File: src/rtl/mqsb_pkg.sv
package mqsb_pkg;

  localparam int unsigned FuncW   = 1;
  localparam int unsigned QidW    = 2;
  localparam int unsigned WordW   = 32;
  localparam int unsigned StatusW = 2;

  localparam logic [FuncW-1:0] FuncEnq = 1'b0;
  localparam logic [FuncW-1:0] FuncDeq = 1'b1;

  localparam logic [StatusW-1:0] StatusOk    = 2'd0;
  localparam logic [StatusW-1:0] StatusFull  = 2'd1;
  localparam logic [StatusW-1:0] StatusEmpty = 2'd2;

endpackage

File: src/rtl/mqsb_slot_store.sv
module mqsb_slot_store #(
  parameter int unsigned SLOTS = 16
) (
  input  logic                              clk_i,
  input  logic                              rst_ni,
  input  logic [$clog2(SLOTS+1)-1:0]        fill_i,
  input  logic                              rd_en_i,
  input  logic [$clog2(SLOTS+1)-1:0]        rd_addr_i,
  output logic [$clog2(SLOTS+1)-1:0]        rd_link_o,
  output logic [mqsb_pkg::WordW-1:0]        rd_data_o,
  input  logic                              link_we_i,
  input  logic [$clog2(SLOTS+1)-1:0]        link_addr_i,
  input  logic [$clog2(SLOTS+1)-1:0]        link_data_i,
  input  logic                              data_we_i,
  input  logic [$clog2(SLOTS+1)-1:0]        data_addr_i,
  input  logic [mqsb_pkg::WordW-1:0]        data_data_i
);

  localparam int unsigned PW = $clog2(SLOTS + 1);
  localparam int unsigned AW = $clog2(SLOTS);

  logic [PW-1:0]              link_mem [SLOTS];
  logic [mqsb_pkg::WordW-1:0] data_mem [SLOTS];

  logic [PW-1:0]              link_q;
  logic [mqsb_pkg::WordW-1:0] data_q;
  logic [PW-1:0]              addr_q;
  logic                       fresh_q;

  // slots at or above the fill mark still hold the reset chain
  always_ff @(posedge clk_i) begin
    if (link_we_i) begin
      link_mem[link_addr_i[AW-1:0]] <= link_data_i;
    end
    if (data_we_i) begin
      data_mem[data_addr_i[AW-1:0]] <= data_data_i;
    end
    if (rd_en_i) begin
      link_q <= link_mem[rd_addr_i[AW-1:0]];
      data_q <= data_mem[rd_addr_i[AW-1:0]];
      addr_q <= rd_addr_i;
    end
  end

  always_ff @(posedge clk_i or negedge rst_ni) begin
    if (!rst_ni) begin
      fresh_q <= 1'b0;
    end else if (rd_en_i) begin
      fresh_q <= (rd_addr_i >= fill_i);
    end
  end

  assign rd_link_o = fresh_q ? PW'(addr_q + 1'b1) : link_q;
  assign rd_data_o = data_q;

endmodule

File: src/rtl/mqsb_queue_table.sv
module mqsb_queue_table #(
  parameter int unsigned SLOTS  = 16,
  parameter int unsigned QUEUES = 4
) (
  input  logic                                         clk_i,
  input  logic                                         rst_ni,
  input  logic                                         rd_en_i,
  input  logic [((QUEUES > 1) ? $clog2(QUEUES) : 1)-1:0] rd_addr_i,
  output logic [$clog2(SLOTS+1)-1:0]                   rd_head_o,
  output logic [$clog2(SLOTS+1)-1:0]                   rd_tail_o,
  input  logic                                         we_i,
  input  logic [((QUEUES > 1) ? $clog2(QUEUES) : 1)-1:0] wr_addr_i,
  input  logic [$clog2(SLOTS+1)-1:0]                   wr_head_i,
  input  logic [$clog2(SLOTS+1)-1:0]                   wr_tail_i
);

  localparam int unsigned PW = $clog2(SLOTS + 1);
  localparam logic [PW-1:0] PtrNull = PW'(SLOTS);

  logic [PW-1:0]     head_mem [QUEUES];
  logic [PW-1:0]     tail_mem [QUEUES];
  logic [QUEUES-1:0] valid_q;
  logic              rd_valid_q;
  logic [PW-1:0]     head_q;
  logic [PW-1:0]     tail_q;

  always_ff @(posedge clk_i) begin
    if (we_i) begin
      head_mem[wr_addr_i] <= wr_head_i;
      tail_mem[wr_addr_i] <= wr_tail_i;
    end
    if (rd_en_i) begin
      head_q <= head_mem[rd_addr_i];
      tail_q <= tail_mem[rd_addr_i];
    end
  end

  always_ff @(posedge clk_i or negedge rst_ni) begin
    if (!rst_ni) begin
      valid_q    <= '0;
      rd_valid_q <= 1'b0;
    end else begin
      if (we_i) begin
        valid_q[wr_addr_i] <= 1'b1;
      end
      if (rd_en_i) begin
        rd_valid_q <= valid_q[rd_addr_i];
      end
    end
  end

  // an unwritten queue reads as empty
  assign rd_head_o = rd_valid_q ? head_q : PtrNull;
  assign rd_tail_o = rd_valid_q ? tail_q : PtrNull;

endmodule

File: src/rtl/multi_queue_shared_buffer.sv
// Result: done_o is registered from StLook for an enqueue or any request that fails,
// and from StDeq, which follows StLook, for a successful dequeue.
// Flow: a new request is taken only back in StIdle, never before the last one is done, due to
// the read-then-write of the queue table and slot store, each with a registered read.
// Reset: asynchronous, active low; all queues empty, free list is the chain of all slots.
// The receiver cannot stall: done_o marks a result for exactly one cycle.
module multi_queue_shared_buffer #(
  parameter int unsigned SLOTS  = 16,
  parameter int unsigned QUEUES = 4
) (
  input  logic                                clk_i,
  input  logic                                rst_ni,
  input  logic                                start_i,
  output logic                                busy_o,
  input  logic [mqsb_pkg::FuncW-1:0]          func_i,
  input  logic [mqsb_pkg::QidW-1:0]           queue_id_i,
  input  logic signed [mqsb_pkg::WordW-1:0]   value_i,
  output logic                                done_o,
  output logic [mqsb_pkg::StatusW-1:0]        status_o,
  output logic signed [mqsb_pkg::WordW-1:0]   data_o
);

  localparam int unsigned PW = $clog2(SLOTS + 1);
  localparam int unsigned QW = (QUEUES > 1) ? $clog2(QUEUES) : 1;
  localparam logic [PW-1:0] PtrNull = PW'(SLOTS);
  localparam logic [mqsb_pkg::QidW-1:0] QueuesLow = QUEUES[mqsb_pkg::QidW-1:0];

  typedef enum logic [1:0] {
    StIdle,
    StLook,
    StDeq
  } state_e;

  state_e                        state_q;
  logic [mqsb_pkg::FuncW-1:0]    func_q;
  logic [QW-1:0]                 qid_q;
  logic [mqsb_pkg::WordW-1:0]    value_q;
  logic [PW-1:0]                 free_head_q;
  logic [PW-1:0]                 fill_q;
  logic [PW-1:0]                 cur_head_q;
  logic [PW-1:0]                 cur_tail_q;
  logic                          done_q;
  logic [mqsb_pkg::StatusW-1:0]  status_q;
  logic [mqsb_pkg::WordW-1:0]    data_q;

  logic                          accept;
  logic [mqsb_pkg::QidW-1:0]     qid_wrap;
  logic [QW-1:0]                 qidx;
  logic [PW-1:0]                 qt_head;
  logic [PW-1:0]                 qt_tail;
  logic                          qt_we;
  logic [PW-1:0]                 qt_wr_head;
  logic [PW-1:0]                 qt_wr_tail;
  logic                          slot_rd_en;
  logic [PW-1:0]                 slot_rd_addr;
  logic [PW-1:0]                 slot_link;
  logic [mqsb_pkg::WordW-1:0]    slot_data;
  logic                          link_we;
  logic [PW-1:0]                 link_addr;
  logic [PW-1:0]                 link_data;
  logic                          data_we;
  logic                          enq_ok;
  logic                          deq_ok;
  logic [PW-1:0]                 new_head;

  always_comb begin
    qid_wrap = queue_id_i;
    for (int i = 0; i < (1 << mqsb_pkg::QidW) - 1; i++) begin
      if (32'(qid_wrap) >= QUEUES) begin
        qid_wrap = qid_wrap - QueuesLow;
      end
    end
  end

  assign accept = start_i && (state_q == StIdle);
  assign qidx   = QW'(qid_wrap);
  assign enq_ok = (state_q == StLook) && (func_q == mqsb_pkg::FuncEnq)
                  && (free_head_q != PtrNull);
  assign deq_ok = (state_q == StLook) && (func_q == mqsb_pkg::FuncDeq)
                  && (qt_head != PtrNull);
  assign new_head = (cur_head_q == cur_tail_q) ? PtrNull : slot_link;

  always_comb begin
    slot_rd_en   = 1'b0;
    slot_rd_addr = free_head_q;
    qt_we        = 1'b0;
    qt_wr_head   = qt_head;
    qt_wr_tail   = free_head_q;
    link_we      = 1'b0;
    link_addr    = qt_tail;
    link_data    = free_head_q;
    data_we      = 1'b0;
    if (accept) begin
      slot_rd_en = 1'b1;
    end
    if (enq_ok) begin
      qt_we      = 1'b1;
      qt_wr_head = (qt_head == PtrNull) ? free_head_q : qt_head;
      data_we    = 1'b1;
      link_we    = (qt_head != PtrNull);
    end
    if (deq_ok) begin
      slot_rd_en   = 1'b1;
      slot_rd_addr = qt_head;
    end
    if (state_q == StDeq) begin
      qt_we      = 1'b1;
      qt_wr_head = new_head;
      qt_wr_tail = cur_tail_q;
      link_we    = 1'b1;
      link_addr  = cur_head_q;
      link_data  = free_head_q;
    end
  end

  always_ff @(posedge clk_i or negedge rst_ni) begin
    if (!rst_ni) begin
      state_q     <= StIdle;
      free_head_q <= '0;
      fill_q      <= '0;
      done_q      <= 1'b0;
      status_q    <= mqsb_pkg::StatusOk;
      data_q      <= '0;
      func_q      <= mqsb_pkg::FuncEnq;
      qid_q       <= '0;
      value_q     <= '0;
      cur_head_q  <= PtrNull;
      cur_tail_q  <= PtrNull;
    end else begin
      done_q <= 1'b0;
      case (state_q)
        StIdle: begin
          if (start_i) begin
            func_q  <= func_i;
            qid_q   <= qidx;
            value_q <= value_i;
            state_q <= StLook;
          end
        end
        StLook: begin
          if (func_q == mqsb_pkg::FuncEnq) begin
            done_q  <= 1'b1;
            data_q  <= '0;
            state_q <= StIdle;
            if (free_head_q == PtrNull) begin
              status_q <= mqsb_pkg::StatusFull;
            end else begin
              status_q    <= mqsb_pkg::StatusOk;
              free_head_q <= slot_link;
              if (free_head_q == fill_q) begin
                fill_q <= PW'(fill_q + 1'b1);
              end
            end
          end else if (qt_head == PtrNull) begin
            done_q   <= 1'b1;
            status_q <= mqsb_pkg::StatusEmpty;
            data_q   <= '0;
            state_q  <= StIdle;
          end else begin
            cur_head_q <= qt_head;
            cur_tail_q <= qt_tail;
            state_q    <= StDeq;
          end
        end
        StDeq: begin
          done_q      <= 1'b1;
          status_q    <= mqsb_pkg::StatusOk;
          data_q      <= slot_data;
          free_head_q <= cur_head_q;
          state_q     <= StIdle;
        end
        default: begin
          state_q <= StIdle;
        end
      endcase
    end
  end

  mqsb_queue_table #(
    .SLOTS  (SLOTS),
    .QUEUES (QUEUES)
  ) u_queue_table (
    .clk_i     (clk_i),
    .rst_ni    (rst_ni),
    .rd_en_i   (accept),
    .rd_addr_i (qidx),
    .rd_head_o (qt_head),
    .rd_tail_o (qt_tail),
    .we_i      (qt_we),
    .wr_addr_i (qid_q),
    .wr_head_i (qt_wr_head),
    .wr_tail_i (qt_wr_tail)
  );

  mqsb_slot_store #(
    .SLOTS (SLOTS)
  ) u_slot_store (
    .clk_i       (clk_i),
    .rst_ni      (rst_ni),
    .fill_i      (fill_q),
    .rd_en_i     (slot_rd_en),
    .rd_addr_i   (slot_rd_addr),
    .rd_link_o   (slot_link),
    .rd_data_o   (slot_data),
    .link_we_i   (link_we),
    .link_addr_i (link_addr),
    .link_data_i (link_data),
    .data_we_i   (data_we),
    .data_addr_i (free_head_q),
    .data_data_i (value_q)
  );

  assign busy_o   = (state_q != StIdle);
  assign done_o   = done_q;
  assign status_o = status_q;
  assign data_o   = data_q;

endmodule

File: config.mk
export PLATFORM = sky130hd
export DESIGN_NAME = multi_queue_shared_buffer
export DESIGN_NICKNAME = d
export VERILOG_FILES = /design/src/rtl/mqsb_pkg.sv /design/src/rtl/mqsb_slot_store.sv /design/src/rtl/mqsb_queue_table.sv /design/src/rtl/multi_queue_shared_buffer.sv
export SDC_FILE = /design/constraint.sdc
export NUM_CORES = 1
export LEC_CHECK = 0
export ABC_AREA = 1
export BUFFER_PORTS_ARGS = -buffer_cell sky130_fd_sc_hd__buf_4
export CAP_MARGIN = 20
export CORE_ASPECT_RATIO = 1.4
export CORE_MARGIN = 2
export CORE_UTILIZATION = 56
export CTS_CLUSTER_DIAMETER = 200
export DETAILED_ROUTE_END_ITERATION = 12
export GPL_TIMING_DRIVEN = 0
export PLACE_DENSITY = 0.72
export SLEW_MARGIN = 20
export SYNTH_ARGS = -nofsm -noshare
export SYNTH_HDL_FRONTEND = slang
export SYNTH_HIERARCHICAL = 1
export SYNTH_SLANG_ARGS = --single-unit
export TNS_END_PERCENT = 30
File: constraint.sdc
create_clock -name clk_i -period 6 [get_ports clk_i]
set_input_delay 1.5 -clock clk_i [delete_from_list [all_inputs] [get_ports clk_i]]
set_output_delay 1.5 -clock clk_i [all_outputs]
set_load 0.01 [all_outputs]
==> run_results.csv, run 1 <==
group,metric,value,unit
final_layout,layout.cells.most_common_list,"1,081 x nand2_1, 684 x edfxtp_1, 511 x inv_1, 468 x nand3_1, 96 x dfrtp_1",
placed_design,globalplace.congestion,0.905,
global_routing,antenna_found_initial,1,
floorplan,die_w,210,um
clocking,clkSinkCount,782,
global_routing,grt_max_degree,99,
final_layout,final_common_cell,"nand2_1",
sta,fin_ws,1760,ps
synth,synth_area,33400,um^2
global_routing,grt_pass1_vias,23800,
critical_path,critical_path_class,"reg -> reg",
floorplan,start_util,0.563,
placed_design,pre_cts_slack,1870,ps
clocking,htreeDepth,3,
route,drt_first_pass_iters,6,
clocking,clk_pin_slew,60,ps
critical_path,worstSetupEndpointType,"register",
clocking,cts_buffers,74,
critical_path,r2r-start,"u_queue_table/rd_valid_q",
placed_design,portBuffers,73,
synth,synth_nets,3265,
floorplan,io_pins,74,
route,wl_per_cell,22.9,um
route,vias,23900,
critical_path,crit_fanout,10,
clocking,cts_hold_buf,0,
floorplan,std_cell_rows,106,
placed_design,dp_hpwl,64.2,mm
final_layout,fillers,4492,
global_routing,grt_usage,0.316,
final_layout,drive_gt1_frac,0.105,
critical_path,reg2regPathDepth,14,
clocking,insertion_delay,640,ps
clocking,postCtsSetupBuffers,0,
sta,worst_slew_pin_slew,1100,ps
global_routing,grt.overflow.total,0,
synth,postSynthAreaPerCell,10.4,um^2
min_path,hold_end,"u_queue_table/valid_q[2]",
critical_path,required,6330,ps
synth,yosys_warnings,6,
floorplan,dieHeight,293,um
clocking,cts_resized,0,
global_routing,grt_pass1_wl,142,mm
sta,finalHoldViolCount,0,
critical_path,worstReg2RegEnd,"u_slot_store/rd_data_o[5]",
final_layout,num-nets-final,3437,
sta,clock_skew,32.6,ps
critical_path,reg2reg_slack,1760,ps
outcome,outcome,"complete, no violations",
sta,finalSetupViolCount,0,
critical_path,cp-start-kind,"register",
route,final_antenna_net_count,0,
sta,fmax,0.236,GHz
critical_path,crit_arrival,4580,ps
route,vias_per_cell,5.68,
clocking,cts-root-buf,"clkbuf_16",
sta,maxSlewHeadroom,0.265,
sta,drv_slew,0,
power_and_ir_drop,p_leak,16.5,nW
power_and_ir_drop,ir_worst_vdd,459,uV
final_layout,areaGrowthSynthToFinish,13.7,%
floorplan,core_area,59400,um^2
sta,period_needed,4240,ps
min_path,min_from,"u_queue_table/valid_q[2]",
min_path,whs_path_depth,2,
sta,rsz0062_at_grt,"no",
synth,synth_cells,3216,
sta,post-route-period-util,0.707,
floorplan,dieArea,61700,um^2
route,drt_wl_total,96.4,mm
route,first_iter_violations,2718,
job,cap_violations,0,
sta,tns,0,ps
min_path,hold_path_class,"reg -> reg",
clocking,cts_buffer_depth,3,
clocking,cts_tree,"done",
route,drc_errors,0,
power_and_ir_drop,p_per_area,530,nW/um^2
[worst max path at each step]
stage	start	end	depth (start not counted)
3_3_place_gp	start_i	u_slot_store/rd_data_o[12]	4
6_report	u_queue_table/rd_valid_q	u_slot_store/rd_data_o[5]	14
2_1_floorplan	start_i	u_slot_store/fresh_q	8
3_5_place_dp	start_i	u_slot_store/fresh_q	9
4_1_cts	u_queue_table/rd_valid_q	u_slot_store/rd_data_o[11]	14
5_1_grt	u_queue_table/rd_valid_q	u_slot_store/rd_data_o[11]	14
[area by class of cell]
class	count	area (um^2)	area share
flip-flops and latches	782	23000	0.605
diodes	1	2.50	0.0000658
clock inverters	42	375	0.00988
multi-input cells	1764	7710	0.203
repair buffers	96	1120	0.0294
well taps	756	946	0.0249
clock buffers	96	2020	0.0530
plain buffers	151	897	0.0236
inverters	519	1950	0.0513
[power breakdown]
part           switching [W]  total [W]  internal [W]
Clock                0.00202    0.00463       0.00261
Sequential          0.000861    0.00833       0.00747
Combinational        0.00519    0.00717       0.00198
Total                0.00807     0.0201        0.0121
[sequential cells by signal, summed over array words and instances, names as in the netlist]
signal	flops
fill_q	5
data_o	32
u_slot_store/fresh_q	1
func_q	1
u_slot_store/link_mem	80
cur_tail_q	5
state_q	2
u_queue_table/head_q	5
done_o	1
u_slot_store/data_mem	512
u_slot_store/link_q	5
cur_head_q	5
u_queue_table/rd_valid_q	1
value_q	32
u_queue_table/tail_mem	20
u_queue_table/tail_q	5
status_o	2
u_slot_store/addr_q	5
u_queue_table/head_mem	20
free_head_q	5
qid_q	2
u_queue_table/valid_q	4
u_slot_store/rd_data_o	32
[metrics by stage]
| step | cell area, um^2 | utilization | cells | hold WS (ps) | power, W |
|---|---|---|---|---|---|
| global route | 38000 | 0.640 | 4206 | 500 | 0.0210 |
| finish | 38000 | 0.640 | 4207 | 479 | 0.0201 |
| CTS | 38000 | 0.639 | 4205 | 480 | 0.0200 |
| floorplan | 33400 | - | 3216 | 427 | 0.0122 |
| detailed placement | 35600 | 0.599 | 4067 | 467 | 0.0154 |
| global placement | 34900 | 0.588 | 4045 | 442 | 0.0151 |
[worst max-delay path, stage by stage, from the launching register on]
cell      delay [ps]
dfrtp_1          380
buf_2            180
nand2_1           70
inv_1             90
nor2_4           150
nand4_4          140
nand2_4          160
inv_1             90
buf_2            180
o21ai_0          800
buf_2            430
clkbuf_1         740
nand3_1          160
nand3_1          200
nand2_1          160
[routing by layer]
layer,up-vias,global-route usage,share of wire
li1,10700,-,-
met1,11500,0.363,0.34
met2,1309,0.541,0.50
met3,371,0.0596,0.093
met4,0,0.209,0.068
met5,-,0.00160,0
(Power assumes the default switching activity.)
==> inputs of run 2 (changes only) <==
--- a/config.mk
+++ b/config.mk
@@ -14,7 +14,7 @@
 export CTS_CLUSTER_DIAMETER = 200
 export DETAILED_ROUTE_END_ITERATION = 12
 export GPL_TIMING_DRIVEN = 0
-export PLACE_DENSITY = 0.72
+export PLACE_DENSITY = 0.75
 export SLEW_MARGIN = 20
 export SYNTH_ARGS = -nofsm -noshare
 export SYNTH_HDL_FRONTEND = slang
==> constraint.sdc (replaced) <==
create_clock -name clk_i -period 3.6 [get_ports clk_i]
set_input_delay 0.9 -clock clk_i [delete_from_list [all_inputs] [get_ports clk_i]]
set_output_delay 0.9 -clock clk_i [all_outputs]
set_load 0.01 [all_outputs]
==> run_results.csv, run 2 (synthesis results as in run 1) <==
group,metric,value,unit
sta,clock_skew,24.9,ps
sta,hold_ws,206,ps
route,drt_wl_total,93.8,mm
clocking,cts_buffer_depth,3,
critical_path,crit_family,"buffers and inverters",
critical_path,required,4090,ps
min_path,hold_path_class,"in -> async",
global_routing,grt_max_degree,58,
global_routing,grt_usage,0.307,
floorplan,die_w,210,um
sta,post-route-period-util,0.981,
sta,worst_slew_pin_slew,1170,ps
outcome,outcome,"complete, no violations",
floorplan,dieArea,61700,um^2
final_layout,fin_util,0.643,
route,vias,23800,
final_layout,final_common_cell,"nand2_1",
floorplan,io_pins,74,
power_and_ir_drop,ir_worst_vdd,583,uV
route,final_antenna_net_count,0,
clocking,cts_tree,"done",
job,cap_violations,0,
global_routing,grt.overflow.total,0,
power_and_ir_drop,p_leak,16.6,nW
placed_design,pre_cts_slack,-709,ps
route,wl_per_cell,22.3,um
clocking,clkSinkCount,782,
sta,period_needed,3530,ps
power_and_ir_drop,intPower,0.0205,W
sta,drv_slew,0,
sta,finalSetupViolCount,0,
clocking,clk_pin_slew,60,ps
clocking,cts-root-buf,"clkbuf_16",
placed_design,dp_hpwl,62.3,mm
final_layout,antenna_cells,0,
clocking,cts_buffers,74,
floorplan,core_area,59400,um^2
route,drc_errors,0,
placed_design,dp.cells,4069,
sta,fin_ws,69.5,ps
clocking,cts_hold_buf,0,
floorplan,start_util,0.563,
sta,maxSlewHeadroom,0.220,
power_and_ir_drop,p_clk_frac,0.234,
sta,rsz0062_at_grt,"no",
power_and_ir_drop,seqPwrFrac,0.411,
power_and_ir_drop,swShare,0.394,
route,drt_first_pass_iters,8,
critical_path,worstPathCellList,"buf_2, nand2_1, inv_1, nor2_4, nand4_4, nand2_4, inv_1, buf_2, o21ai_2, buf_2, buf_1, nand3_1, nand3_1, nand3_1, nand2_1",
final_layout,layout.cells.most_common_list,"1,081 x nand2_1, 684 x edfxtp_1, 511 x inv_1, 468 x nand3_1, 96 x dfrtp_1",
final_layout,areaGrowthSynthToFinish,14.2,%
global_routing,grt_pass1_vias,23400,
power_and_ir_drop,p_comb_frac,0.355,
route,first_iter_violations,3012,
global_routing,antenna_found_initial,1,
sta,fmax,0.283,GHz
power_and_ir_drop,switching_power,0.0133,W
placed_design,portBuffers,73,
critical_path,path_buf_inv,6,
final_layout,finalNonFillerCells,4206,
route,vias_per_cell,5.67,
critical_path,crit_arrival,4020,ps
critical_path,critical_path_class,"reg -> reg",
critical_path,worstSetupEndpointType,"register",
critical_path,critPathSlowestCell,"buf_1",
critical_path,crit_fanout,10,
sta,finalHoldViolCount,0,
placed_design,globalplace.congestion,0.925,
critical_path,cp-start-kind,"register",
final_layout,largest_register_ffs,512,
floorplan,std_cell_rows,106,
clocking,htreeDepth,3,
global_routing,grt_pass1_wl,138,mm
final_layout,num-nets-final,3440,
power_and_ir_drop,p_per_area,884,nW/um^2
clocking,insertion_delay,630,ps
final_layout,drive_gt1_frac,0.109,
critical_path,slowest_delay,680,ps
floorplan,dieHeight,293,um
run 2: worst reg2reg max path, stage by stage, from the launching register on:
cell and delay (ps):
dfrtp_1 380, buf_2 180, nand2_1 70, inv_1 90, nor2_4 150, nand4_4 160, nand2_4 170, inv_1 100
buf_2 190, o21ai_2 290, buf_2 250, buf_1 680, nand3_1 290, nand3_1 180, nand3_1 100, nand2_1 130
run 2: layer usage:
layer / track usage / wire (um) / up-vias
met5: 0 / 0 / -
met4: 0.187 / 5880 / 0
met3: 0.0602 / 10400 / 367
met2: 0.516 / 45500 / 1530
met1: 0.366 / 32100 / 11200
li1: - / - / 10800
run 2: layout make-up:
cell class | instances | area (um^2)
Timing Repair Buffer | 99 | 1170
Inverter | 519 | 1950
Tap cell | 756 | 946
Fill cell | 4344 | 21200
Buffer | 151 | 946
Sequential cell | 782 | 23000
Multi-Input combinational cell | 1764 | 7720
Clock inverter | 32 | 304
Clock buffer | 103 | 2160
run 2: what timing repair did:
action | 4_1_cts | 5_1_grt
endpoints found under the hold margin | 0 | 0
buffers inserted | 0 | 2
resized for setup | 13 | 22
setup endpoints to repair | 37 | 24
pin swaps | 0 | 0
run 2: final timing paths:
check	from	to	slack [ps]	depth (start not counted)
worst max register to register	u_queue_table/rd_valid_q	u_slot_store/rd_data_o[27]	70	15
min in group clk_i	u_queue_table/valid_q[1]	u_queue_table/valid_q[1]	460	2
worst min-delay path	rst_ni	data_o[1]	210	1
worst max-delay path	u_queue_table/rd_valid_q	u_slot_store/rd_data_o[27]	70	15
max in group asynchronous	rst_ni	cur_tail_q[4]	2670	2
worst min register to register	u_queue_table/valid_q[1]	u_queue_table/valid_q[1]	460	2
run 2: power by group through the flow:
| stage | Clock [W] | Sequential [W] | Combinational [W] |
|---|---|---|---|
| after CTS | 0.00796 | 0.0138 | 0.0117 |
| after detailed placement | 0 | 0.0140 | 0.0115 |
| final | 0.00790 | 0.0139 | 0.0120 |
| after global placement | 0 | 0.0140 | 0.0110 |
| after global routing | 0.00828 | 0.0141 | 0.0128 |
| after floorplan | 0 | 0.0136 | 0.00680 |
run 2: metrics by stage:
step                TNS [ps]  power [W]  area (um^2)
global route               0     0.0351        38200
CTS                        0     0.0335        38100
floorplan                  0     0.0204        33400
finish                     0     0.0338        38200
global placement     -759610     0.0250        34900
detailed placement    -20280     0.0255        35700
